<file path="config.mk">
export PLATFORM = sky130hd
export DESIGN_NAME = frp_queue
export DESIGN_NICKNAME = d
export VERILOG_FILES = /design/src/rtl/frp_pkg.sv /design/src/rtl/frp_queue.sv
export SDC_FILE = /design/constraint.sdc
export NUM_CORES = 1
export LEC_CHECK = 0
export BUFFER_PORTS_ARGS = -buffer_cell sky130_fd_sc_hd__buf_2
export CORE_UTILIZATION = 35
export DETAILED_ROUTE_END_ITERATION = 6
export PLACE_DENSITY = 0.54
export SLEW_MARGIN = 20
export SYNTH_ARGS = -nofsm -noshare
export SYNTH_HDL_FRONTEND = slang
export SYNTH_SLANG_ARGS = --single-unit
</file>
<file path="constraint.sdc">
create_clock -name aclk -period 2.75 [get_ports aclk]
set_input_delay 0.55 -clock aclk [delete_from_list [all_inputs] [get_ports aclk]]
set_output_delay 0.55 -clock aclk [all_outputs]
set_load 0.02 [all_outputs]
</file>
<file path="src/rtl/frp_pkg.sv">
`timescale 1ns / 1ps
package frp_pkg;

    localparam int FRAC_BITS  = 16;
    localparam int MAX_DEGREE = 5;
    localparam int DATA_W     = 32;
    localparam int IN_W       = 24;
    localparam int X_W        = IN_W + 1;
    localparam int TOL_W      = 15;
    localparam int ITER_W     = 8;
    localparam int STATUS_W   = 3;
    localparam int INDEX_W    = 3;
    localparam int WIDTH_W    = FRAC_BITS;
    localparam int NUM_W      = DATA_W + WIDTH_W + 1;
    localparam int DEN_W      = DATA_W + 1;
    localparam int QUO_W      = WIDTH_W + 1;
    localparam int QUEUE_DEPTH = 2;
    localparam int QPTR_W     = $clog2(QUEUE_DEPTH);

    localparam logic [X_W-1:0] HALF = X_W'(1) << (FRAC_BITS - 1);

    localparam logic [STATUS_W-1:0] ST_NONE      = 3'd0;
    localparam logic [STATUS_W-1:0] ST_LEFT      = 3'd1;
    localparam logic [STATUS_W-1:0] ST_RIGHT     = 3'd2;
    localparam logic [STATUS_W-1:0] ST_CONVERGED = 3'd3;
    localparam logic [STATUS_W-1:0] ST_CAP       = 3'd4;

    localparam logic [INDEX_W-1:0] REG_COEF_X5  = 3'd0;
    localparam logic [INDEX_W-1:0] REG_COEF_X4  = 3'd1;
    localparam logic [INDEX_W-1:0] REG_COEF_X3  = 3'd2;
    localparam logic [INDEX_W-1:0] REG_COEF_X2  = 3'd3;
    localparam logic [INDEX_W-1:0] REG_COEF_X1  = 3'd4;
    localparam logic [INDEX_W-1:0] REG_COEF_X0  = 3'd5;
    localparam logic [INDEX_W-1:0] REG_TOLERANCE = 3'd6;
    localparam logic [INDEX_W-1:0] REG_MAX_ITER = 3'd7;

    typedef struct packed {
        logic [MAX_DEGREE:0][DATA_W-1:0] coef;
        logic [TOL_W-1:0]                tol;
        logic [ITER_W-1:0]               max_iter;
    } cfg_t;

    function automatic logic signed [DATA_W-1:0] sat32(input logic signed [63:0] v);
        logic signed [63:0] hi;
        logic signed [63:0] lo;
        hi = 64'sd2147483647;
        lo = -64'sd2147483648;
        if (v > hi) begin
            return DATA_W'(hi);
        end else if (v < lo) begin
            return DATA_W'(lo);
        end
        return DATA_W'(v);
    endfunction

    // |f| < tol
    function automatic logic mag_lt(input logic signed [DATA_W-1:0] f,
                                    input logic [TOL_W-1:0] tol);
        logic signed [DATA_W:0] fe;
        logic [DATA_W:0] m;
        fe = (DATA_W+1)'(f);
        m  = fe[DATA_W] ? (DATA_W+1)'(-fe) : fe;
        return m < (DATA_W+1)'(tol);
    endfunction

    function automatic logic opposite(input logic signed [DATA_W-1:0] a,
                                      input logic signed [DATA_W-1:0] b);
        return (a < 0 && b > 0) || (a > 0 && b < 0);
    endfunction

endpackage

</file>
<file path="src/rtl/frp_queue.sv">
`timescale 1ns / 1ps
module frp_queue (
    input  logic                       aclk,
    input  logic                       aresetn,
    input  logic                       wr_valid,
    output logic                       wr_ready,
    input  logic [frp_pkg::IN_W-1:0]   wr_data,
    output logic                       rd_valid,
    input  logic                       rd_pop,
    output logic [frp_pkg::IN_W-1:0]   rd_data
);
    logic [frp_pkg::IN_W-1:0] mem [frp_pkg::QUEUE_DEPTH];
    logic [frp_pkg::QPTR_W-1:0] wptr_reg;
    logic [frp_pkg::QPTR_W-1:0] rptr_reg;
    logic [frp_pkg::QPTR_W:0]   count_reg;
    logic push;
    logic pop;

    assign wr_ready = count_reg < (frp_pkg::QPTR_W+1)'(frp_pkg::QUEUE_DEPTH);
    assign rd_valid = count_reg != '0;
    assign rd_data  = mem[rptr_reg];
    assign push     = wr_valid && wr_ready;
    assign pop      = rd_pop && rd_valid;

    always_ff @(posedge aclk) begin
        if (push) begin
            mem[wptr_reg] <= wr_data;
        end
    end

    always_ff @(posedge aclk) begin
        if (!aresetn) begin
            wptr_reg  <= '0;
            rptr_reg  <= '0;
            count_reg <= '0;
        end else begin
            if (push) begin
                wptr_reg <= wptr_reg + 1'b1;
            end
            if (pop) begin
                rptr_reg <= rptr_reg + 1'b1;
            end
            count_reg <= count_reg + (frp_pkg::QPTR_W+1)'(push) - (frp_pkg::QPTR_W+1)'(pop);
        end
    end

    a_count_bound: assert property (@(posedge aclk) disable iff (!aresetn)
        count_reg <= (frp_pkg::QPTR_W+1)'(frp_pkg::QUEUE_DEPTH))
        else $error("queue over capacity");
    a_no_pop_empty: assert property (@(posedge aclk) disable iff (!aresetn)
        (count_reg == '0) |=> (count_reg <= 1))
        else $error("queue underflow");
    a_push_counts: assert property (@(posedge aclk) disable iff (!aresetn)
        (push && !pop) |=> (count_reg == $past(count_reg) + 1'b1))
        else $error("push lost");
endmodule

</file>
# Yosys cells after proc, flatten, opt, wreduce, memory -nomap -nowiden
# Memories as Yosys holds them, arrays and structs flattened. A register that Yosys moved wholly into a read port is not among the register bits.
# Cells that the tools add are included.
[totals]
ff_bits = 4
ramBits = 48
inputBits = 28
output_inout_bits = 26
mem_count = 1
[classes]
addsub = 4
n_lt_le_gt_ge = 1
muxes = 4
n_reduce_logical = 3
[mem_list]
columns = ["name", "depth", "word_bits", "rd", "rd_ports_with_merged_regs", "wr", "line_no", "rtl"]
rows = [
  ["mem", 2, 24, 1, 1, 1, "frp_queue.sv:12", "logic [frp_pkg::IN_W-1:0] mem [frp_pkg::QUEUE_DEPTH];"],
]
[ops]
columns = ["cell", "count"]
rows = [
  ["1-bit 2-to-1 mux", 4],
  ["1-bit adder, second input constant", 2],
  ["2-bit by 1-bit adder with 2-bit output", 1],
  ["1-bit logical AND", 2],
  ["2-bit < comparator, second input constant", 1],
  ["2-bit nonzero test", 1],
  ["2-bit by 1-bit subtractor with 2-bit output", 1],
]

# Logic depth before layout (Yosys ltp)
# Gate-level depths: netlist (run 1).
[depth]
depth_word = 4
depth_mapped = 6
ltp_nobuf = 6

# Worst setup path before layout (run 1)
# No wires, ideal clock.
[synth_path]
path_kind = "in2reg"
from = "input wr_valid"
to = "memory mem[0][0] (netlist name) (enable)"
setup_ns = 0.406
arrival_time_ns = 1.666
required_time_ns = 2.344
path_slack_ns = 0.677
cell_stages = 2
path_buffers = 0
path_cell_list = "nand2b_1 > nor2_1"
[synth_via]
elab_chain_cells = 3
[synth_rtl]
columns = ["element", "line_no", "rtl"]
rows = [
  ["start, declared", "frp_queue.sv:5", "input logic wr_valid,"],
  ["1-bit logical AND", "frp_queue.sv:22", "assign push = wr_valid && wr_ready;"],
  ["1-bit 2-to-1 mux", "frp_queue.sv:26", "if (push) begin"],
  ["1-bit 2-to-1 mux (not written as such)", "frp_queue.sv:27", "mem[wptr_reg] <= wr_data;"],
  ["end, declared", "frp_queue.sv:12", ""],
]
# No other way between the ends.

==> results of run 1 <==
## cells in the mapped netlist
cell	n	area, sq um
nor2_1	1	3.750
nor2b_1	1	6.260
a21oi_1	2	10.01
dfxtp_1	5	100.1
or2_2	1	6.260
buf_6	2	22.52
nor3_2	1	10.01
ha_1	1	12.51
nand3_1	1	5.000
edfxtp_1	48	1441
inv_1	1	3.750
and3b_1	1	8.760
and2_0	1	6.260
and3_2	1	7.510
xnor2_1	1	8.760
o21ai_0	2	10.01
nand2b_1	1	6.260
o21a_1	1	7.510
and2_1	3	18.77
and4bb_1	1	12.51
o21ai_1	1	5.000
buf_2	1	5.000
mux2_1	1	11.26
mux2_2	23	259.0
## how the worst max path moves through the flow
stage / end / depth (start not counted) / startpoint
4_1_cts: rd_data[4] / 3 / flop
3_5_place_dp: rd_data[4] / 3 / flop
5_1_grt: rd_data[11] / 3 / flop
3_3_place_gp: rd_data[2] / 3 / flop
6_report: rd_data[4] / 3 / flop
2_1_floorplan: mem[0][0]$_DFFE_PP_ / 2 / wr_valid
## power breakdown
part	switching (mW)	internal, mW	total [mW]
clock	0.243	0.268	0.511
combinational	0.252	0.192	0.444
sequential	0.0387	0.969	1.01
total	0.533	1.43	1.96
## placed cells by master, fill, tap and decap left out, types with 2 or more instances in the layout
| cell | instances |
|---|---|
| buf_2 | 53 |
| edfxtp_1 | 48 |
| mux2_2 | 23 |
| dfxtp_1 | 5 |
| clkbuf_8 | 5 |
| and2_1 | 3 |
| o21ai_0 | 2 |
| a21oi_1 | 2 |
| buf_4 | 2 |
## critical path, stage by stage, from the launching register on
cell,delay (ps)
dfxtp_1,600
buf_4,320
mux2_2,370
buf_2,160
## metal layers
layer | routed length, um | vias to the layer above | part of all wire
met5 | 0 | - | 0
met4 | 57 | 0 | 0.017
met3 | 214 | 6 | 0.065
met2 | 1646 | 30 | 0.50
met1 | 1365 | 525 | 0.42
li1 | - | 508 | -
## cell type report
| cell class | instances | area share |
|---|---|---|
| inverters | 1 | 0.001536 |
| flip-flops and latches | 53 | 0.6308 |
| clock inverters | 3 | 0.01690 |
| well taps | 72 | 0.03687 |
| multi-input cells | 45 | 0.1710 |
| repair buffers | 55 | 0.1147 |
| clock buffers | 5 | 0.02816 |
## per-stage QoR
step / hold slack [ps] / setup slack (ps) / utilization
after global placement: 575.7 / 800.3 / 0.4238
final: 432.1 / 433.1 / 0.4438
after detailed placement: 577.4 / 768.6 / 0.4238
after global routing: 416.8 / 304.5 / 0.4438
after floorplan: 546.1 / 677.4 / -
after CTS: 419.7 / 419.5 / 0.4438
## cell families (layout without fill, tap and decap cells)
group | after synthesis | after routing | synth area share
muxes | 24 | 24 | 0.1359
adders and majority gates | 1 | 1 | 0.006292
xor gates and xnor gates | 1 | 1 | 0.004406
and+or+nand+nor | 13 | 13 | 0.04595
DFF | 53 | 53 | 0.7753
buffers and inverters | 4 | 64 | 0.01573
AOI/OAI and AO/OA | 6 | 6 | 0.01636
==> run summary, run 1 <==
vias in the first global route - 1058
WL per Instance - 14.03 um
gr usage total - 0.1146
CP arrival - 1770 ps
P_leak - 0.9127 nW
RSZ-0062 raised after global routing - false
Rows - 27
Initial DRC Count - 32
# setup viols final - 0
TritonCTS buffer count - 5
R2R Setup Slk - 1100 ps
io pins - 54
total grt overflow - 0
average vias per placed instance - 4.568
Reg clk slew, reported paths - 90 ps
Slew @ Worst Pin - 578.2 ps
grt met1 use - 0.1287
Largest register FFs - 48
Clk Latency, worst-skew pair - 300 ps
layout cell share with drive strength beyond 1 - 0.5494
Syn Inst Count - 102
Min Clock Period, post-route - 2317 ps
Syn Nets - 131
max-slew violations - 0
Multi-input gate area - 417.9 sq um
CP Capture Type - output port
Max Cap Viol - 0
first-pass GRT wire length - 5.043 mm
crit share post-route - 0.8425
CTS sink count - 53
TritonCTS clock tree - done
Final ANT Viol Nets - 0
Cells after DPL - 226
core area - 0.005507 sq mm
area growth from synthesis to layout - 22.91%
Sequential cell area - 0.001541 sq mm
outcome - finished clean
worst-path fanout max - 15
PwrDens - 803.3 mW/mm^2
WP data required - 2200 ps
r2r startpoint - count_reg[1]$_SDFF_PN0_
die area - 0.005986 sq mm
power after layout - 1.963 mW
cell area after synthesis - 0.001988 sq mm
DIE WIDTH - 77.37 um
vias after detailed routing - 1069
clock skew - 4.066 ps
GRT met3 Usage - 0.04235
PostCTS Resize Cnt - 0
Fill cells - 498
FF-to-FF path depth - 3
routability cong. - 0.6565
Distinct cells, synth - 24
die height - 77.37 um
synth warn - 0
worst vdd ir - 306.4 uV
pin count of the biggest net entering global routing - 25
drt pass-1 iters - 4
placed cell areas - 0.002333 sq mm
Rel. slew slack - 0.6141
Routed WL - 3.284 mm
hold path cells - 1
Seq/Total Area, Yosys - 0.7753
Hold EP - mem[1][15]$_DFFE_PP_
Hold Path Class - primary input to flop
Setup TNS - 0 ps
I/O Buffers - 53
Max Freq - 431.6 MHz
layer with the highest usage - met2
# nets final - 190
Post-DP HPWL - 2.270 mm
Worst R2R End - mem[0][7]$_DFFE_PP_
hold buffers post-CTS - 0
DRC - 0
Max H-tree Level - 2
final instance area - 0.002444 sq mm
Layout Cells excl Fill - 234
deepest clock path buffer count - 2
initial antenna violation count - 0
Post-Synthesis Mean Instance Area - 19.49 sq um
crit path launch type - flop
Setup Crit Path Kind - flop to output port
final hold vios - 0
n_diodes - 0
post-CTS repair timing setup buffer count - 0
clk root buf - clkbuf_8
HP Start - wr_data[15]
initial core utilization - 0.3611
met2 Track Usage GR - 0.1938
flops & latches, synth - 53
Note: power is estimated with default switching activity, not from simulation.
==> inputs of run 2 (changes only) <==
--- a/config.mk
+++ b/config.mk
@@ -8,7 +8,7 @@
 export BUFFER_PORTS_ARGS = -buffer_cell sky130_fd_sc_hd__buf_2
 export CORE_UTILIZATION = 35
 export DETAILED_ROUTE_END_ITERATION = 6
-export PLACE_DENSITY = 0.54
+export PLACE_DENSITY = 0.56
 export SLEW_MARGIN = 20
 export SYNTH_ARGS = -nofsm -noshare
 export SYNTH_HDL_FRONTEND = slang
==> constraint.sdc (replaced) <==
create_clock -name aclk -period 2.1 [get_ports aclk]
set_input_delay 0.42 -clock aclk [delete_from_list [all_inputs] [get_ports aclk]]
set_output_delay 0.42 -clock aclk [all_outputs]
set_load 0.02 [all_outputs]
==> run 2 against run 1 <==
  * Critical path type unchanged
  * Clock power increased by 28%
  * Sequential power increased by 29%
  * Non-clock buffer count up 1
  * Highest routed layer unchanged
  * Core utilization grew 0.14 points
  * Critical endpoint unchanged
  * Critical path depth unchanged
==> run summary, run 2 (same netlist as run 1, synthesis figures left out) <==
Int Pwr - 1.878 mW
WHS - 311.5 ps
die area - 0.005986 sq mm
TritonCTS clock tree - done
# setup viols final - 0
Fill cells - 504
TritonCTS buffer count - 5
PostCTS Resize Cnt - 0
clk root buf - clkbuf_8
r2r startpoint - count_reg[1]$_SDFF_PN0_
Clk Latency, worst-skew pair - 290 ps
initial core utilization - 0.3611
Sequential cell area - 0.001541 sq mm
Setup TNS - 0 ps
Layout Cells excl Fill - 235
n_diodes - 0
Post-DP HPWL - 2.201 mm
gr usage total - 0.1130
worst-path fanout max - 17
Max Freq - 546.9 MHz
sequential power share - 0.509
final hold vios - 0
Initial DRC Count - 47
RSZ-0062 raised after global routing - false
PwrDens - 1044 mW/mm^2
I/O Buffers - 53
WL per Instance - 13.69 um
pre-CTS setup slack - 555.3 ps
most frequent cells in the layout - buf_2 (53), edfxtp_1 (48), mux2_2 (23), dfxtp_1 (5), clkbuf_8 (5)
crit path launch type - flop
deepest clock path buffer count - 2
Setup crit end - rd_data[4]
io pins - 54
outcome - finished clean
Clock power frac - 0.255
Rows - 27
Rel. slew slack - 0.6130
DRC - 0
P_leak - 0.9180 nW
CP max-delay cell - mux2_2
R2R Setup Slk - 660 ps
placed cell areas - 0.002341 sq mm
Max H-tree Level - 2
WL met2 - 1.546 mm
# nets final - 191
die height - 77.37 um
Gate power share - 0.235
Hold Path Class - primary input to flop
Cells after DPL - 227
Setup Crit Path Kind - flop to output port
net switching power - 0.6815 mW
Min Clock Period, post-route - 1828 ps
first-pass GRT wire length - 5.161 mm
CP Capture Type - output port
hold buffers post-CTS - 0
average vias per placed instance - 4.511
Multi-input gate area - 417.9 sq um
pin count of the biggest net entering global routing - 26
vias in the first global route - 1127
clock skew - 8.083 ps
Final WS setup - 271.6 ps
CP arrival - 1410 ps
met1 wire length - 1.472 mm
Max Cap Viol - 0
Final ANT Viol Nets - 0
DIE WIDTH - 77.37 um
drt pass-1 iters - 4
layout cell share with drive strength beyond 1 - 0.5521
highest metal used - met4
Slew @ Worst Pin - 580.5 ps
FF-to-FF path depth - 2
Worst R2R End - mem[1][23]$_DFFE_PP_
CP Cell Sequence - buf_4, mux2_2, buf_2
post-CTS repair timing setup buffer count - 0
utilization after layout - 0.4451
Sw Ratio - 0.2662
Routed WL - 3.218 mm
max-slew violations - 0
total grt overflow - 0
crit share post-route - 0.8707
CTS sink count - 53
DR WL met3 - 182 um
WP data required - 1680 ps
initial antenna violation count - 0
Reg clk slew, reported paths - 90 ps
Largest register FFs - 48
routability cong. - 0.6806
area growth from synthesis to layout - 23.29%
power after layout - 2.560 mW
vias after detailed routing - 1060
commonest non-fill, non-tap cell in the layout - buf_2
worst vdd ir - 485.2 uV
Worst path max stage delay - 370 ps
final instance area - 0.002451 sq mm
core area - 0.005507 sq mm
run 2: cell count changes in the layout (fill, tap and decap cells not counted):
cell   change
buf_4      +1
run 2: area by class of cell:
cell class | count | share of cell area
inverter | 1 | 0.001531
sequential | 53 | 0.6289
tap | 72 | 0.03675
timing repair buffer | 56 | 0.1174
clock buffer | 5 | 0.02808
clock inverter | 3 | 0.01685
multi-input combinational | 45 | 0.1705
run 2: power by group through the flow:
stage	clock network [mW]	logic, mW	registers (mW)
after global routing	0.718	0.652	1.32
after CTS	0.679	0.615	1.31
after global placement	0	0.600	1.32
final	0.653	0.603	1.30
after floorplan	0	0.436	1.32
after detailed placement	0	0.612	1.33
run 2: worst max-delay path: cells and delay by family (launching register included):
family | cells | cell delay, ps
mux | 1 | 370
flops | 1 | 330
buf+inv | 2 | 420
run 2: worst min-delay path by stage:
stage                     startpoint                    end  slack, ps  depth (start not counted)
2_1_floorplan             wr_data[0]    mem[0][0]$_DFFE_PP_        520                          0
3_3_place_gp   rptr_reg$_SDFFE_PN0P_  rptr_reg$_SDFFE_PN0P_        570                          2
3_5_place_dp   rptr_reg$_SDFFE_PN0P_  rptr_reg$_SDFFE_PN0P_        580                          2
4_1_cts                   wr_data[5]    mem[1][5]$_DFFE_PP_        300                          1
5_1_grt                   wr_data[6]    mem[0][6]$_DFFE_PP_        300                          1
6_report                 wr_data[13]   mem[1][13]$_DFFE_PP_        310                          1
run 2: per-layer routing:
metal  global-route usage  vias up
li1                     -      508
met1               0.1411      518
met2               0.1841       32
met3              0.03647        2
met4              0.03962        0
met5                    0        -
==> inputs of run 3 (changes only) <==
--- a/config.mk
+++ b/config.mk
@@ -6,9 +6,10 @@
 export NUM_CORES = 1
 export LEC_CHECK = 0
 export BUFFER_PORTS_ARGS = -buffer_cell sky130_fd_sc_hd__buf_2
-export CORE_UTILIZATION = 35
+export CORE_UTILIZATION = 48
+export CTS_BUF_LIST = sky130_fd_sc_hd__clkbuf_8
 export DETAILED_ROUTE_END_ITERATION = 6
-export PLACE_DENSITY = 0.56
+export PLACE_DENSITY = 0.74
 export SLEW_MARGIN = 20
 export SYNTH_ARGS = -nofsm -noshare
 export SYNTH_HDL_FRONTEND = slang
==> run 3 against run 2 <==
  * Worst hold slack lost 5.7 ps
  * Final area shrank 1.6%
  * Register-to-register slack gained 50 ps
  * First-iteration DRC count grew 32%
  * Fmax grew 1.9%
  * Non-clock buffer count is the same
  * Largest cell class unchanged
==> run summary, run 3 (same netlist as run 1, synthesis figures left out) <==
outcome - finished clean
Max Cap Viol - 0
Reg clk slew, reported paths - 80 ps
Layout Cells excl Fill - 213
CTS sink count - 53
first-pass GRT wire length - 4.754 mm
Rows - 23
Hold Path Class - primary input to flop
Rel. slew slack - 0.6345
I/O Buffers - 53
vias after detailed routing - 1051
clock skew - 2.077 ps
utilization after layout - 0.6031
hold path cells - 1
die area - 0.004404 sq mm
r2r startpoint - count_reg[1]$_SDFF_PN0_
total grt overflow - 0
RSZ-0062 raised after global routing - false
worst-path fanout max - 14
Final ANT Viol Nets - 0
DIE WIDTH - 66.36 um
area growth from synthesis to layout - 21.33%
R2R Setup Slk - 710 ps
Hold EP - mem[1][14]$_DFFE_PP_
TritonCTS buffer count - 5
TritonCTS clock tree - done
crit path launch type - flop
layout cell share with drive strength beyond 1 - 0.5583
io pins - 54
P_leak - 0.9142 nW
clk root buf - clkbuf_8
n_diodes - 0
Max H-tree Level - 2
Slew @ Worst Pin - 548.2 ps
Max Freq - 557.3 MHz
Setup TNS - 0 ps
Initial DRC Count - 62
Min Clock Period, post-route - 1794 ps
die height - 66.36 um
WL per Instance - 13.96 um
Cells after DPL - 205
# setup viols final - 0
worst vdd ir - 610.8 uV
vias in the first global route - 1056
Int Pwr - 1.766 mW
average vias per placed instance - 4.934
Worst R2R End - mem[1][15]$_DFFE_PP_
DRC - 0
Gate power share - 0.248
Routed WL - 2.973 mm
net switching power - 0.6790 mW
initial antenna violation count - 0
post-CTS repair timing setup buffer count - 0
sequential power share - 0.533
Clock power frac - 0.218
# nets final - 191
pin count of the biggest net entering global routing - 25
CP arrival - 1370 ps
WP data required - 1680 ps
initial core utilization - 0.4970
max-slew violations - 0
CP Capture Type - output port
Sw Ratio - 0.2778
Post-DP HPWL - 2.234 mm
most frequent cells in the layout - buf_2 (53), edfxtp_1 (48), mux2_2 (23), dfxtp_1 (5), clkbuf_8 (5)
Setup Crit Path Kind - flop to output port
routability cong. - 0.6543
gr usage total - 0.1518
PostCTS Resize Cnt - 0
FF-to-FF path depth - 2
commonest non-fill, non-tap cell in the layout - buf_2
drt pass-1 iters - 4
final hold vios - 0
Clk Latency, worst-skew pair - 300 ps
HP Start - wr_data[14]
core area - 0.004000 sq mm
deepest clock path buffer count - 2
hold buffers post-CTS - 0
crit share post-route - 0.8545
PwrDens - 1013 mW/mm^2
Largest register FFs - 48
-- run 3: cell types whose count changed in the layout (fill, tap and decap cells not counted), sizes merged --
cell    before  now
bufinv       1    0
clkinv       1    2
-- run 3: through the flow --
stage / power [mW] / setup slack, ps / hold WS, ps / cell area, sq um
global placement: 1.923 / 617.3 / 565.8 / 2326
global route: 2.582 / 240.2 / 292.9 / 2412
finish: 2.445 / 305.6 / 305.8 / 2412
detailed placement: 1.945 / 572.6 / 587.7 / 2326
floorplan: 1.754 / 157.4 / 518.9 / 1988
CTS: 2.476 / 288.7 / 295.5 / 2412
-- run 3: how the worst max path moves through the flow --
| stage | endpoint | slack [ps] | cells past startpoint |
|---|---|---|---|
| after floorplan | mem[0][0]$_DFFE_PP_ | 160 | 2 |
| after global placement | mem[1][4]$_DFFE_PP_ | 620 | 2 |
| after detailed placement | mem[0][3]$_DFFE_PP_ | 570 | 4 |
| after CTS | rd_data[10] | 290 | 3 |
| after global routing | rd_data[10] | 240 | 3 |
| final | rd_data[10] | 310 | 3 |
-- run 3: power groups by stage --
stage,Clock (mW),Sequential [mW],Combinational [mW]
floorplan,0,1.32,0.436
global placement,0,1.32,0.599
detailed placement,0,1.33,0.615
CTS,0.552,1.31,0.618
global route,0.607,1.31,0.661
finish,0.533,1.30,0.607
-- run 3: cell type report --
type,instances,area (sq um)
fillers,287,1588
flip-flops and latches,53,1541
multi-input cells,45,417.9
repair buffers,56,300.3
clock buffers,5,68.82
well taps,50,62.56
clock inverters,3,17.52
inverters,1,3.754
-- run 3: routing by layer --
layer | GRT usage | up-vias | share of wire
li1 | - | 513 | -
met4 | 0.06383 | 0 | 0.0077
met3 | 0.03793 | 2 | 0.049
met2 | 0.2768 | 34 | 0.56
met1 | 0.1657 | 502 | 0.39
met5 | 0 | - | 0
-- run 3: worst max-delay path, stage by stage (launching register included) --
cell	delay, ps
dfxtp_1	340
buf_4	220
mux2_2	370
buf_2	160
