## config.mk

```make
export PLATFORM = sky130hd
export DESIGN_NAME = frp_engine
export DESIGN_NICKNAME = d
export VERILOG_FILES = /design/src/rtl/frp_pkg.sv /design/src/rtl/frp_div.sv /design/src/rtl/frp_engine.sv
export SDC_FILE = /design/constraint.sdc
export NUM_CORES = 2
export LEC_CHECK = 0
export ABC_CLOCK_PERIOD_IN_PS = 15500
export BUFFER_PORTS_ARGS = -buffer_cell sky130_fd_sc_hd__buf_2
export CAP_MARGIN = 20
export CORE_MARGIN = 2
export CORE_UTILIZATION = 35
export DETAILED_ROUTE_END_ITERATION = 6
export PLACE_DENSITY = 0.5
export SYNTH_ARGS = -nofsm -noshare
export SYNTH_HDL_FRONTEND = slang
export SYNTH_SLANG_ARGS = --single-unit
export TNS_END_PERCENT = 100
```

## constraint.sdc

```tcl
create_clock -name aclk -period 15.5 [get_ports aclk]
set_input_delay 1.55 -clock aclk [delete_from_list [all_inputs] [get_ports aclk]]
set_output_delay 1.55 -clock aclk [all_outputs]
set_load 0.005 [all_outputs]
```

## src/rtl/frp_pkg.sv

```systemverilog
`timescale 1ns / 1ps
package frp_pkg;

    localparam int FRAC_BITS  = 16;
    localparam int MAX_DEGREE = 5;
    localparam int DATA_W     = 32;
    localparam int IN_W       = 24;
    localparam int X_W        = IN_W + 1;
    localparam int TOL_W      = 15;
    localparam int ITER_W     = 8;
    localparam int STATUS_W   = 3;
    localparam int INDEX_W    = 3;
    localparam int WIDTH_W    = FRAC_BITS;
    localparam int NUM_W      = DATA_W + WIDTH_W + 1;
    localparam int DEN_W      = DATA_W + 1;
    localparam int QUO_W      = WIDTH_W + 1;
    localparam int QUEUE_DEPTH = 2;
    localparam int QPTR_W     = $clog2(QUEUE_DEPTH);

    localparam logic [X_W-1:0] HALF = X_W'(1) << (FRAC_BITS - 1);

    localparam logic [STATUS_W-1:0] ST_NONE      = 3'd0;
    localparam logic [STATUS_W-1:0] ST_LEFT      = 3'd1;
    localparam logic [STATUS_W-1:0] ST_RIGHT     = 3'd2;
    localparam logic [STATUS_W-1:0] ST_CONVERGED = 3'd3;
    localparam logic [STATUS_W-1:0] ST_CAP       = 3'd4;

    localparam logic [INDEX_W-1:0] REG_COEF_X5  = 3'd0;
    localparam logic [INDEX_W-1:0] REG_COEF_X4  = 3'd1;
    localparam logic [INDEX_W-1:0] REG_COEF_X3  = 3'd2;
    localparam logic [INDEX_W-1:0] REG_COEF_X2  = 3'd3;
    localparam logic [INDEX_W-1:0] REG_COEF_X1  = 3'd4;
    localparam logic [INDEX_W-1:0] REG_COEF_X0  = 3'd5;
    localparam logic [INDEX_W-1:0] REG_TOLERANCE = 3'd6;
    localparam logic [INDEX_W-1:0] REG_MAX_ITER = 3'd7;

    typedef struct packed {
        logic [MAX_DEGREE:0][DATA_W-1:0] coef;
        logic [TOL_W-1:0]                tol;
        logic [ITER_W-1:0]               max_iter;
    } cfg_t;

    function automatic logic signed [DATA_W-1:0] sat32(input logic signed [63:0] v);
        logic signed [63:0] hi;
        logic signed [63:0] lo;
        hi = 64'sd2147483647;
        lo = -64'sd2147483648;
        if (v > hi) begin
            return DATA_W'(hi);
        end else if (v < lo) begin
            return DATA_W'(lo);
        end
        return DATA_W'(v);
    endfunction

    // |f| < tol
    function automatic logic mag_lt(input logic signed [DATA_W-1:0] f,
                                    input logic [TOL_W-1:0] tol);
        logic signed [DATA_W:0] fe;
        logic [DATA_W:0] m;
        fe = (DATA_W+1)'(f);
        m  = fe[DATA_W] ? (DATA_W+1)'(-fe) : fe;
        return m < (DATA_W+1)'(tol);
    endfunction

    function automatic logic opposite(input logic signed [DATA_W-1:0] a,
                                      input logic signed [DATA_W-1:0] b);
        return (a < 0 && b > 0) || (a > 0 && b < 0);
    endfunction

endpackage

```

## src/rtl/frp_div.sv

```systemverilog
`timescale 1ns / 1ps
module frp_div (
    input  logic                                aclk,
    input  logic                                aresetn,
    input  logic                                start,
    input  logic signed [frp_pkg::NUM_W-1:0]    num,
    input  logic signed [frp_pkg::DEN_W-1:0]    den,
    output logic                                busy,
    output logic                                done,
    output logic signed [frp_pkg::QUO_W-1:0]    quo
);
    localparam int STEPS = frp_pkg::WIDTH_W;
    localparam int CNT_W = $clog2(STEPS + 1);

    logic [frp_pkg::DEN_W-1:0]   dmag_reg;
    logic [frp_pkg::DEN_W-1:0]   rem_reg;
    logic [STEPS-1:0]            low_reg;
    logic [STEPS-1:0]            q_reg;
    logic                        neg_reg;
    logic                        zero_reg;
    logic [CNT_W-1:0]            cnt_reg;
    logic                        busy_reg;
    logic                        done_reg;
    logic [frp_pkg::NUM_W-1:0]   nmag;
    logic [frp_pkg::DEN_W-1:0]   dmag;
    logic [frp_pkg::DEN_W:0]     trial;
    logic                        fits;

    assign nmag  = num[frp_pkg::NUM_W-1] ? frp_pkg::NUM_W'(-num) : num;
    assign dmag  = den[frp_pkg::DEN_W-1] ? frp_pkg::DEN_W'(-den) : den;
    assign trial = {rem_reg, low_reg[STEPS-1]};
    assign fits  = trial >= (frp_pkg::DEN_W+1)'(dmag_reg);

    always_ff @(posedge aclk) begin
        if (start) begin
            dmag_reg <= dmag;
            rem_reg  <= frp_pkg::DEN_W'(nmag[frp_pkg::NUM_W-1:STEPS]);
            low_reg  <= nmag[STEPS-1:0];
            neg_reg  <= num[frp_pkg::NUM_W-1] ^ den[frp_pkg::DEN_W-1];
            zero_reg <= den == '0;
            q_reg    <= '0;
        end else if (busy_reg) begin
            rem_reg <= fits ? frp_pkg::DEN_W'(trial - (frp_pkg::DEN_W+1)'(dmag_reg))
                            : frp_pkg::DEN_W'(trial);
            low_reg <= {low_reg[STEPS-2:0], 1'b0};
            q_reg   <= {q_reg[STEPS-2:0], fits};
        end
    end

    always_ff @(posedge aclk) begin
        if (!aresetn) begin
            busy_reg <= 1'b0;
            done_reg <= 1'b0;
            cnt_reg  <= '0;
        end else begin
            done_reg <= 1'b0;
            if (start) begin
                busy_reg <= 1'b1;
                cnt_reg  <= CNT_W'(STEPS);
            end else if (busy_reg) begin
                cnt_reg <= cnt_reg - 1'b1;
                if (cnt_reg == CNT_W'(1)) begin
                    busy_reg <= 1'b0;
                    done_reg <= 1'b1;
                end
            end
        end
    end

    assign busy = busy_reg;
    assign done = done_reg;
    // truncation toward zero: divide magnitudes, then restore the sign
    assign quo  = zero_reg ? '0
                : neg_reg ? -$signed({1'b0, q_reg}) : $signed({1'b0, q_reg});
endmodule

```

## src/rtl/frp_engine.sv

```systemverilog
`timescale 1ns / 1ps
module frp_engine (
    input  logic                                  aclk,
    input  logic                                  aresetn,
    input  frp_pkg::cfg_t                         cfg,
    input  logic                                  q_valid,
    input  logic [frp_pkg::IN_W-1:0]              q_data,
    output logic                                  q_pop,
    output logic                                  m_valid,
    input  logic                                  m_ready,
    output logic [frp_pkg::STATUS_W-1:0]          m_status,
    output logic signed [frp_pkg::DATA_W-1:0]     m_root,
    output logic [frp_pkg::ITER_W-1:0]            m_iterations
);
    localparam logic [3:0] S_IDLE = 4'd0;
    localparam logic [3:0] S_MUL  = 4'd1;
    localparam logic [3:0] S_ADD  = 4'd2;
    localparam logic [3:0] S_GOT1 = 4'd3;
    localparam logic [3:0] S_GOT2 = 4'd4;
    localparam logic [3:0] S_LOOP = 4'd5;
    localparam logic [3:0] S_DIV  = 4'd6;
    localparam logic [3:0] S_GOT0 = 4'd7;
    localparam logic [3:0] S_OUT  = 4'd8;

    localparam int PROD_W = frp_pkg::DATA_W + frp_pkg::X_W;

    logic [3:0] state_reg, state_next;
    logic [3:0] ret_reg, ret_next;
    logic signed [frp_pkg::X_W-1:0] x1_reg, x1_next;
    logic signed [frp_pkg::X_W-1:0] x2_reg, x2_next;
    logic signed [frp_pkg::X_W-1:0] x0_reg, x0_next;
    logic signed [frp_pkg::X_W-1:0] evx_reg, evx_next;
    logic signed [frp_pkg::DATA_W-1:0] f1_reg, f1_next;
    logic signed [frp_pkg::DATA_W-1:0] f2_reg, f2_next;
    logic signed [frp_pkg::DATA_W-1:0] r_reg, r_next;
    logic signed [PROD_W-1:0] prod_reg;
    logic [2:0] deg_reg, deg_next;
    logic [frp_pkg::ITER_W-1:0] iters_reg, iters_next;
    logic [frp_pkg::STATUS_W-1:0] status_reg, status_next;
    logic m_valid_reg;
    logic [frp_pkg::STATUS_W-1:0] m_status_reg;
    logic signed [frp_pkg::DATA_W-1:0] m_root_reg;
    logic [frp_pkg::ITER_W-1:0] m_iter_reg;

    logic signed [frp_pkg::DATA_W-1:0] horner_sum;
    logic signed [frp_pkg::X_W:0] width;
    logic signed [frp_pkg::NUM_W-1:0] num;
    logic signed [frp_pkg::DEN_W-1:0] den;
    logic div_start, div_busy, div_done;
    logic signed [frp_pkg::QUO_W-1:0] quo;
    logic load_out;

    always_comb begin
        logic signed [frp_pkg::DATA_W-1:0] p;
        p = frp_pkg::sat32(64'(prod_reg >>> frp_pkg::FRAC_BITS));
        horner_sum = frp_pkg::sat32(64'(p)
                   + 64'($signed(cfg.coef[deg_reg - 3'd1])));
    end

    assign width = (frp_pkg::X_W+1)'(x2_reg) - (frp_pkg::X_W+1)'(x1_reg);
    assign num   = f1_reg * $signed({1'b0, width[frp_pkg::WIDTH_W-1:0]});
    assign den   = (frp_pkg::DEN_W)'(f2_reg) - (frp_pkg::DEN_W)'(f1_reg);

    frp_div u_div (
        .aclk    (aclk),
        .aresetn (aresetn),
        .start   (div_start),
        .num     (num),
        .den     (den),
        .busy    (div_busy),
        .done    (div_done),
        .quo     (quo)
    );

    always_comb begin
        state_next  = state_reg;
        ret_next    = ret_reg;
        x1_next     = x1_reg;
        x2_next     = x2_reg;
        x0_next     = x0_reg;
        evx_next    = evx_reg;
        f1_next     = f1_reg;
        f2_next     = f2_reg;
        r_next      = r_reg;
        deg_next    = deg_reg;
        iters_next  = iters_reg;
        status_next = status_reg;
        q_pop       = 1'b0;
        div_start   = 1'b0;
        load_out    = 1'b0;
        case (state_reg)
            S_IDLE: begin
                if (q_valid) begin
                    q_pop      = 1'b1;
                    x1_next    = frp_pkg::X_W'($signed(q_data));
                    x2_next    = frp_pkg::X_W'($signed(q_data)) + $signed(frp_pkg::HALF);
                    evx_next   = frp_pkg::X_W'($signed(q_data));
                    iters_next = '0;
                    r_next     = $signed(cfg.coef[frp_pkg::MAX_DEGREE]);
                    deg_next   = 3'(frp_pkg::MAX_DEGREE);
                    ret_next   = S_GOT1;
                    state_next = S_MUL;
                end
            end
            S_MUL: begin
                state_next = S_ADD;
            end
            S_ADD: begin
                r_next   = horner_sum;
                deg_next = deg_reg - 3'd1;
                state_next = (deg_reg == 3'd1) ? ret_reg : S_MUL;
            end
            S_GOT1: begin
                f1_next    = r_reg;
                evx_next   = x2_reg;
                r_next     = $signed(cfg.coef[frp_pkg::MAX_DEGREE]);
                deg_next   = 3'(frp_pkg::MAX_DEGREE);
                ret_next   = S_GOT2;
                state_next = S_MUL;
            end
            S_GOT2: begin
                f2_next    = r_reg;
                state_next = S_OUT;
                if (frp_pkg::mag_lt(f1_reg, cfg.tol)) begin
                    status_next = frp_pkg::ST_LEFT;
                    x0_next     = x1_reg;
                end else if (frp_pkg::mag_lt(r_reg, cfg.tol)) begin
                    status_next = frp_pkg::ST_RIGHT;
                    x0_next     = x2_reg;
                end else if (frp_pkg::opposite(f1_reg, r_reg)) begin
                    status_next = frp_pkg::ST_CONVERGED;
                    x0_next     = x1_reg;
                    state_next  = S_LOOP;
                end else begin
                    status_next = frp_pkg::ST_NONE;
                    x0_next     = '0;
                end
            end
            S_LOOP: begin
                if (width <= (frp_pkg::X_W+1)'(cfg.tol)) begin
                    state_next = S_OUT;
                end else if (iters_reg >= cfg.max_iter) begin
                    status_next = frp_pkg::ST_CAP;
                    state_next  = S_OUT;
                end else begin
                    iters_next = iters_reg + 1'b1;
                    div_start  = 1'b1;
                    state_next = S_DIV;
                end
            end
            S_DIV: begin
                if (div_done) begin
                    x0_next    = x1_reg - frp_pkg::X_W'(quo);
                    evx_next   = x1_reg - frp_pkg::X_W'(quo);
                    r_next     = $signed(cfg.coef[frp_pkg::MAX_DEGREE]);
                    deg_next   = 3'(frp_pkg::MAX_DEGREE);
                    ret_next   = S_GOT0;
                    state_next = S_MUL;
                end
            end
            S_GOT0: begin
                if (frp_pkg::mag_lt(r_reg, cfg.tol)) begin
                    state_next = S_OUT;
                end else begin
                    if (frp_pkg::opposite(r_reg, f1_reg)) begin
                        x2_next = x0_reg;
                        f2_next = r_reg;
                    end else begin
                        x1_next = x0_reg;
                        f1_next = r_reg;
                    end
                    state_next = S_LOOP;
                end
            end
            S_OUT: begin
                if (!m_valid_reg || m_ready) begin
                    load_out   = 1'b1;
                    state_next = S_IDLE;
                end
            end
            default: begin
                state_next = S_IDLE;
            end
        endcase
    end

    always_ff @(posedge aclk) begin
        ret_reg    <= ret_next;
        x1_reg     <= x1_next;
        x2_reg     <= x2_next;
        x0_reg     <= x0_next;
        evx_reg    <= evx_next;
        f1_reg     <= f1_next;
        f2_reg     <= f2_next;
        r_reg      <= r_next;
        deg_reg    <= deg_next;
        status_reg <= status_next;
        prod_reg   <= r_reg * evx_reg;
        if (load_out) begin
            m_status_reg <= status_reg;
            m_root_reg   <= frp_pkg::DATA_W'(x0_reg);
            m_iter_reg   <= iters_reg;
        end
    end

    always_ff @(posedge aclk) begin
        if (!aresetn) begin
            state_reg   <= S_IDLE;
            iters_reg   <= '0;
            m_valid_reg <= 1'b0;
        end else begin
            state_reg <= state_next;
            iters_reg <= iters_next;
            if (load_out) begin
                m_valid_reg <= 1'b1;
            end else if (m_ready) begin
                m_valid_reg <= 1'b0;
            end
        end
    end

    assign m_valid      = m_valid_reg;
    assign m_status     = m_status_reg;
    assign m_root       = m_root_reg;
    assign m_iterations = m_iter_reg;

    a_div_in_wait: assert property (@(posedge aclk) disable iff (!aresetn)
        div_busy |-> (state_reg == S_DIV))
        else $error("divider running outside its wait state");
    a_load_from_out: assert property (@(posedge aclk) disable iff (!aresetn)
        load_out |-> (state_reg == S_OUT) && (!m_valid_reg || m_ready))
        else $error("result overwritten before transaction");
    a_none_is_zero: assert property (@(posedge aclk) disable iff (!aresetn)
        $rose(m_valid_reg) && (m_status_reg == frp_pkg::ST_NONE)
        |-> (m_root_reg == '0) && (m_iter_reg == '0))
        else $error("no-root result carries data");
endmodule

```

# After elaboration in Yosys (flattened, before gate mapping)
# Cells that the tools add are included.
# op_classes
n_addsub,14
eq_ne,19
muxes,88
magnitude_cmp,14
bitwise_logic,3
reduce_logical,29
n_mul,2
# op_table
cell,count
2-to-1 mux 32 bit,14
2-to-1 mux 25 bit,10
2-to-1 mux 33 bit,5
case mux 25 bit (2 select lines),3
case mux 32 bit (2 select lines),2
case mux 32 bit (4 select lines),1
binary-select mux 32 bit (select 3 bit),1
case mux 25 bit (3 select lines),1
less-than comparator 33 x 15 -> 1 bit,2
negator 32 -> 33 bit,2
greater-than comparator 32 x 1 -> 1 bit (second input constant),2
less-than comparator 32 x 1 -> 1 bit (second input constant),2
multiplier 32 x 25 -> 57 bit,1
multiplier 32 x 17 -> 49 bit,1
2-to-1 mux 49 bit,1
negator 49 bit,1
2-to-1 mux 4 bit,12
greater-than comparator 41 x 32 -> 1 bit (second input constant),1
less-than comparator 41 x 32 -> 1 bit (second input constant),1
case mux 4 bit (9 select lines),1
>= comparator 34 x 33 -> 1 bit,1
2-to-1 mux 17 bit,2
adder 32 x 32 -> 33 bit,1
greater-than comparator 33 x 32 -> 1 bit (second input constant),1
other kinds (47),100
# word_totals
input_bits,243
reg_bits,419
out_inout_bits,45
elab_cells,197

# Depth between registers and ports, before layout
# logic_depth
word_depth,10
depth_mapped,37
depth_no_buf,34

# Modules after synthesis
# A second synthesis with hierarchy kept.
# unflattened
hier_cells,7953
area_unflattened_um2,73574.3
# by_module_without_submodules
mod,area_each_um2,cells_per_inst,seq_area_each_um2,n_inst
frp_engine,65491.6,7053,8287.9,1
frp_div,8082.8,900,2982.9,1

# Least setup slack after synthesis
# Ideal clock, no wire load.
# synth_path
kind,register to register
start,reg x1_reg[1] in the netlist's numbering
end,reg u_div.rem_reg[27] in the netlist's numbering (data pin)
setup_time_ns,0.260
stages_incl_launch_ff,34
path_buffers,3
arrival_time_ns,8.988
slack_ns,6.252
cell_sequence,edfxtp_1 > inv_1 > ha_1 > nor2b_1 > o31a_1 > o21a_1 > o21ai_0 > nor2_1 > nor2_1 > xnor2_1 > clkbuf_1 > nand2_1 > fa_1 > inv_1 > fa_1 > fa_1 > fa_1 > fa_1 > inv_1 > fa_1 > inv_1 > ha_1 > clkbuf_1 > and4_1 > and4_1 > clkbuf_1 > a221oi_1 > a41o_1 > or4_1 > a2111oi_2 > nor4b_4 > a31oi_1 > xor2_1 > mux2_2
# synth_via
elab_chain_cells,5
elab_cells_between_ends,8
cone_classes,2 x add/sub; 1 x mul; 1 x order compare; 4 x mux
# synth_lines
item,line,source
start: declaration,frp_engine.sv:29,"logic signed [frp_pkg::X_W-1:0] x1_reg, x1_next;"
start signal: assignment,frp_engine.sv:189,x1_reg <= x1_next;
subtractor 25 x 25 -> 26 bit (*),frp_engine.sv:60,assign width = (frp_pkg::X_W+1)'(x2_reg) - (frp_pkg::X_W+1)'(x1_reg);
multiplier 32 x 17 -> 49 bit or <= comparator 26 x 15 -> 1 bit (tied branches),"frp_engine.sv:61, frp_engine.sv:140",
negator 49 bit or 2-to-1 mux 1 bit (tied branches),"frp_div.sv:29, frp_engine.sv:140",
2-to-1 mux 49 bit or 2-to-1 mux 1 bit (tied branches),"frp_div.sv:29, frp_engine.sv:91",
2-to-1 mux 33 bit (*),frp_div.sv:35,if (start) begin
end signal: assignment,frp_div.sv:37,rem_reg <= frp_pkg::DEN_W'(nmag[frp_pkg::NUM_W-1:STEPS]);
end signal: assignment,frp_div.sv:43,rem_reg <= fits ? frp_pkg::DEN_W'(trial - (frp_pkg::DEN_W+1)'(dmag_reg))
end: declaration,frp_div.sv:16,logic [frp_pkg::DEN_W-1:0] rem_reg;
# Mark *: on every way between the ends. The rest lies on a longest branch, timed or not.
# A chain may end at the register's enable or synchronous reset.

# Worst setup path in the final report
# layout_path
start,reg x1_reg[0] in the netlist's numbering
end,reg u_div.rem_reg[31] in the netlist's numbering (data pin)
# Same word-level chain as after synthesis.

==> results by group <==
Placement
  – DPL Wire Length: 205000 µm
  – Gpl congestion: 1.08
  – IO Port Bufs: 287

Routing
  – Number of vias per cell: 5.25
  – Wire length per cell: 23.5 µm
  – Drc violations: 0
  – Drt pass-1 iters: 6
  – Final WL: 262000 µm
  – Initial DRC Count: 4301
  – Vias: 58.5k
  – Antenna Nets Post-Route: 0

Setup path
  – Top Family by Delay on Critical Path: adder cells
  – Slowest stage delay, CP: 670 ps
  – Critical-path maximum fanout: 52
  – WP buf/inv: 5
  – CP Capture Type: register
  – Crit start category: register
  – Reg2Reg Depth: 32
  – Worst EP arrival: 11730 ps
  – WS Path Type: reg2reg
  – Most Frequent Cell on Critical Path: fa_1
  – WP depth: 32
  – Crit-path slowest cell: xor2_2
  – Critical Path RT: 15900 ps

Die
  – Die width: 467 µm
  – Initial Utilization: 35.3%
  – IO Count: 288
  – Die Area: 0.218 mm²
  – Core ar.: 0.213 mm²
  – # rows: 169
  – Die height: 467 µm

Synth
  – Mux share of post-synthesis cell area: 1.99%
  – Post-synth top flop: edfxtp_1
  – Post-synth EDFFs: 324
  – Post-synthesis xor/xnor area fraction: 3.74%
  – Synth Cell Area: 0.0749 mm²
  – Ranking of synthesized cells by area: fa_1, edfxtp_1, ha_1
  – Post-synthesis simple-gate area fraction: 16.0%
  – Synth Area in Compound Gates: 10.3%
  – Post-synthesis sequential area ratio: 15.0%
  – Gate Count Post-Synth: 8221
  – Post-synth top area cell: fa_1
  – Post-synth top area share: 35.1%
  – Largest family of logic cells by synthesized area: adder cells
  – Syn_nets: 10.3k
  – Post-synthesis area per instance: 9.11 µm²
  – Ys async rst share: 0%
  – Distinct cells, synth: 97
  – Adder-cell share of the synthesized area: 43.1%
  – #FFs+latches synth: 401
  – Number of warnings issued by yosys: 0

Layout
  – Fraction of layout cells with a size suffix above 1: 7.53%
  – Area Overhead vs Synth: 8.36%
  – Post-route core utilization: 38.2%
  – Max FFs per register: 41
  – Net count, final: 10.3k
  – Fillers: 21.6k

Clock tree
  – Reg clk slew, reported paths: 80 ps
  – Max Buffers Root-to-Sink: 3
  – Clock buffers created by TritonCTS: 49
  – Setup bufs post-CTS: 0
  – CTS Sinks: 401
  – Resized Gates After CTS: 0
  – Clock Latency Late Sink: 700 ps
  – CTS root buffer: clkbuf_16
  – CTS H-tree lvls: 2
  – CTS tree: built
  – Hold-fix buffers, CTS: 0

Hold path
  – Cells on Worst Hold Path: 0
  – Worst hold-check path type: reg2reg

STA
  – Slew @ Worst Pin: 1180 ps
  – Final TNS setup: 0 ps
  – Minimum clock period: 11330 ps
  – Slew headroom: 21.3%
  – Clock skew: 62.2 ps
  – Period utilization: 73.1%
  – Fin. Hold Viols: 0
  – Fmax: 88.2 MHz
  – # setup viols final: 0
  – RSZ-0062 raised after global routing: no
  – Fin. max-slew vios: 0

Global routing
  – Largest net degree at the start of global routing: 66
  – GRT overflow: 0
  – Vias in the first global route: 61.7k
  – Initial antenna violation count: 37
  – Total GRT Usage: 24.2%
  – First-pass GRT wire length: 396000 µm

Job
  – Max-cap viol count: 0

Outcome
  – Status: finished, final reports clean
==> layout by cell type (no fill, tap or decap), drive strengths merged, types with 17 or more instances in the layout <==
| master | Yosys | layout |
|---|---|---|
| inv | 1508 | 1516 |
| fa | 1312 | 1312 |
| nand2 | 1116 | 1116 |
| ha | 479 | 479 |
| and2 | 472 | 472 |
| buf | 39 | 417 |
| nor2 | 356 | 356 |
| edfxtp | 324 | 324 |
| a21oi | 286 | 286 |
| o21ai | 235 | 235 |
| xnor2 | 223 | 223 |
| a21o | 121 | 121 |
| nand2b | 101 | 101 |
| xor2 | 97 | 97 |
| nand3 | 87 | 87 |
| dfxtp | 77 | 77 |
| nor3 | 77 | 77 |
| o21a | 66 | 66 |
| mux2i | 66 | 66 |
| a211oi | 60 | 60 |
| clkbuf | 395 | 59 |
| nand4 | 47 | 47 |
| and3 | 45 | 45 |
| a31oi | 42 | 42 |
| nor2b | 37 | 37 |
| or3 | 35 | 35 |
| a22o | 35 | 35 |
| nor4 | 35 | 35 |
| mux4 | 32 | 32 |
| o31ai | 32 | 32 |
| o21bai | 31 | 31 |
| a221o | 29 | 29 |
| o211ai | 28 | 28 |
| diode | 0 | 27 |
| a22oi | 18 | 18 |
| clkinv | 1 | 18 |
| a21boi | 17 | 17 |
| or4 | 17 | 17 |
==> per-layer routing <==
metal | track usage (%) | up-vias | wire length, µm
met4 | 8.63 | 10 | 10600
met5 | 0.395 | - | 163
met3 | 3.45 | 342 | 15500
li1 | - | 26226 | -
met2 | 39.7 | 1886 | 122000
met1 | 32.5 | 30008 | 114000
==> cell families after synthesis <==
logic type / Yosys count
compound gates: 1162
xor+xnor: 320
fa+ha+maj: 1792
buf+inv: 1943
flops: 401
mux: 108
simple gates: 2495
==> cell usage after synthesis (all sizes together) (12+ instances only) <==
| master | n |
|---|---|
| inv | 1508 |
| fa | 1312 |
| nand2 | 1116 |
| ha | 479 |
| and2 | 472 |
| clkbuf | 395 |
| nor2 | 356 |
| edfxtp | 324 |
| a21oi | 286 |
| o21ai | 235 |
| xnor2 | 223 |
| a21o | 121 |
| nand2b | 101 |
| xor2 | 97 |
| nand3 | 87 |
| dfxtp | 77 |
| nor3 | 77 |
| mux2i | 66 |
| o21a | 66 |
| a211oi | 60 |
| nand4 | 47 |
| and3 | 45 |
| a31oi | 42 |
| buf | 39 |
| nor2b | 37 |
| a22o | 35 |
| nor4 | 35 |
| or3 | 35 |
| mux4 | 32 |
| o31ai | 32 |
| o21bai | 31 |
| a221o | 29 |
| o211ai | 28 |
| a22oi | 18 |
| a21boi | 17 |
| or4 | 17 |
| a221oi | 15 |
| a41oi | 15 |
| a2111oi | 14 |
| and4 | 14 |
| nand3b | 12 |
==> worst register-to-register path, delay by kind of cell, from the launching register on <==
| kind | cells | cell delay (ps) |
|---|---|---|
| and+or+nand+nor | 8 | 2050 |
| adders and majority gates | 9 | 4180 |
| DFF | 1 | 450 |
| xor gates and xnor gates | 2 | 810 |
| buffers and inverters | 5 | 1290 |
| AOI/OAI and AO/OA | 8 | 2240 |
==> area by class of cell <==
| class | instances | area, µm² | area share [%] |
|---|---|---|---|
| inverters | 1509 | 5670 | 6.98 |
| repair buffers | 418 | 2470 | 3.04 |
| clock buffers | 58 | 1310 | 1.61 |
| multi-input cells | 5877 | 56500 | 69.6 |
| diodes | 27 | 67.6 | 0.0832 |
| well taps | 2821 | 3530 | 4.35 |
| flip-flops and latches | 401 | 11300 | 13.9 |
| clock inverters | 32 | 353 | 0.435 |
==> stage by stage <==
stage               setup slack, ps  cells  cell area [µm²]  hold slack, ps
global route                   3550  11135            81200             436
finish                         4170  11143            81200             434
CTS                            3780  11112            81000             430
detailed placement             3860  11022            79400             411
floorplan                      6250   8221            74900             400
global placement               4020  11022            79400             404
==> path summary, 6_finish.rpt <==
check	slack [ps]	startpoint	endpoint
max	4170	x1_reg[0]	u_div.rem_reg[31]
min	430	status_reg[2]	m_status[2]
max reg2reg	4170	x1_reg[0]	u_div.rem_reg[31]
min reg2reg	430	status_reg[2]	m_status[2]
Power is not shown: default switching activity piles up to over one toggle a cycle in this logic, so the estimate is an artifact.
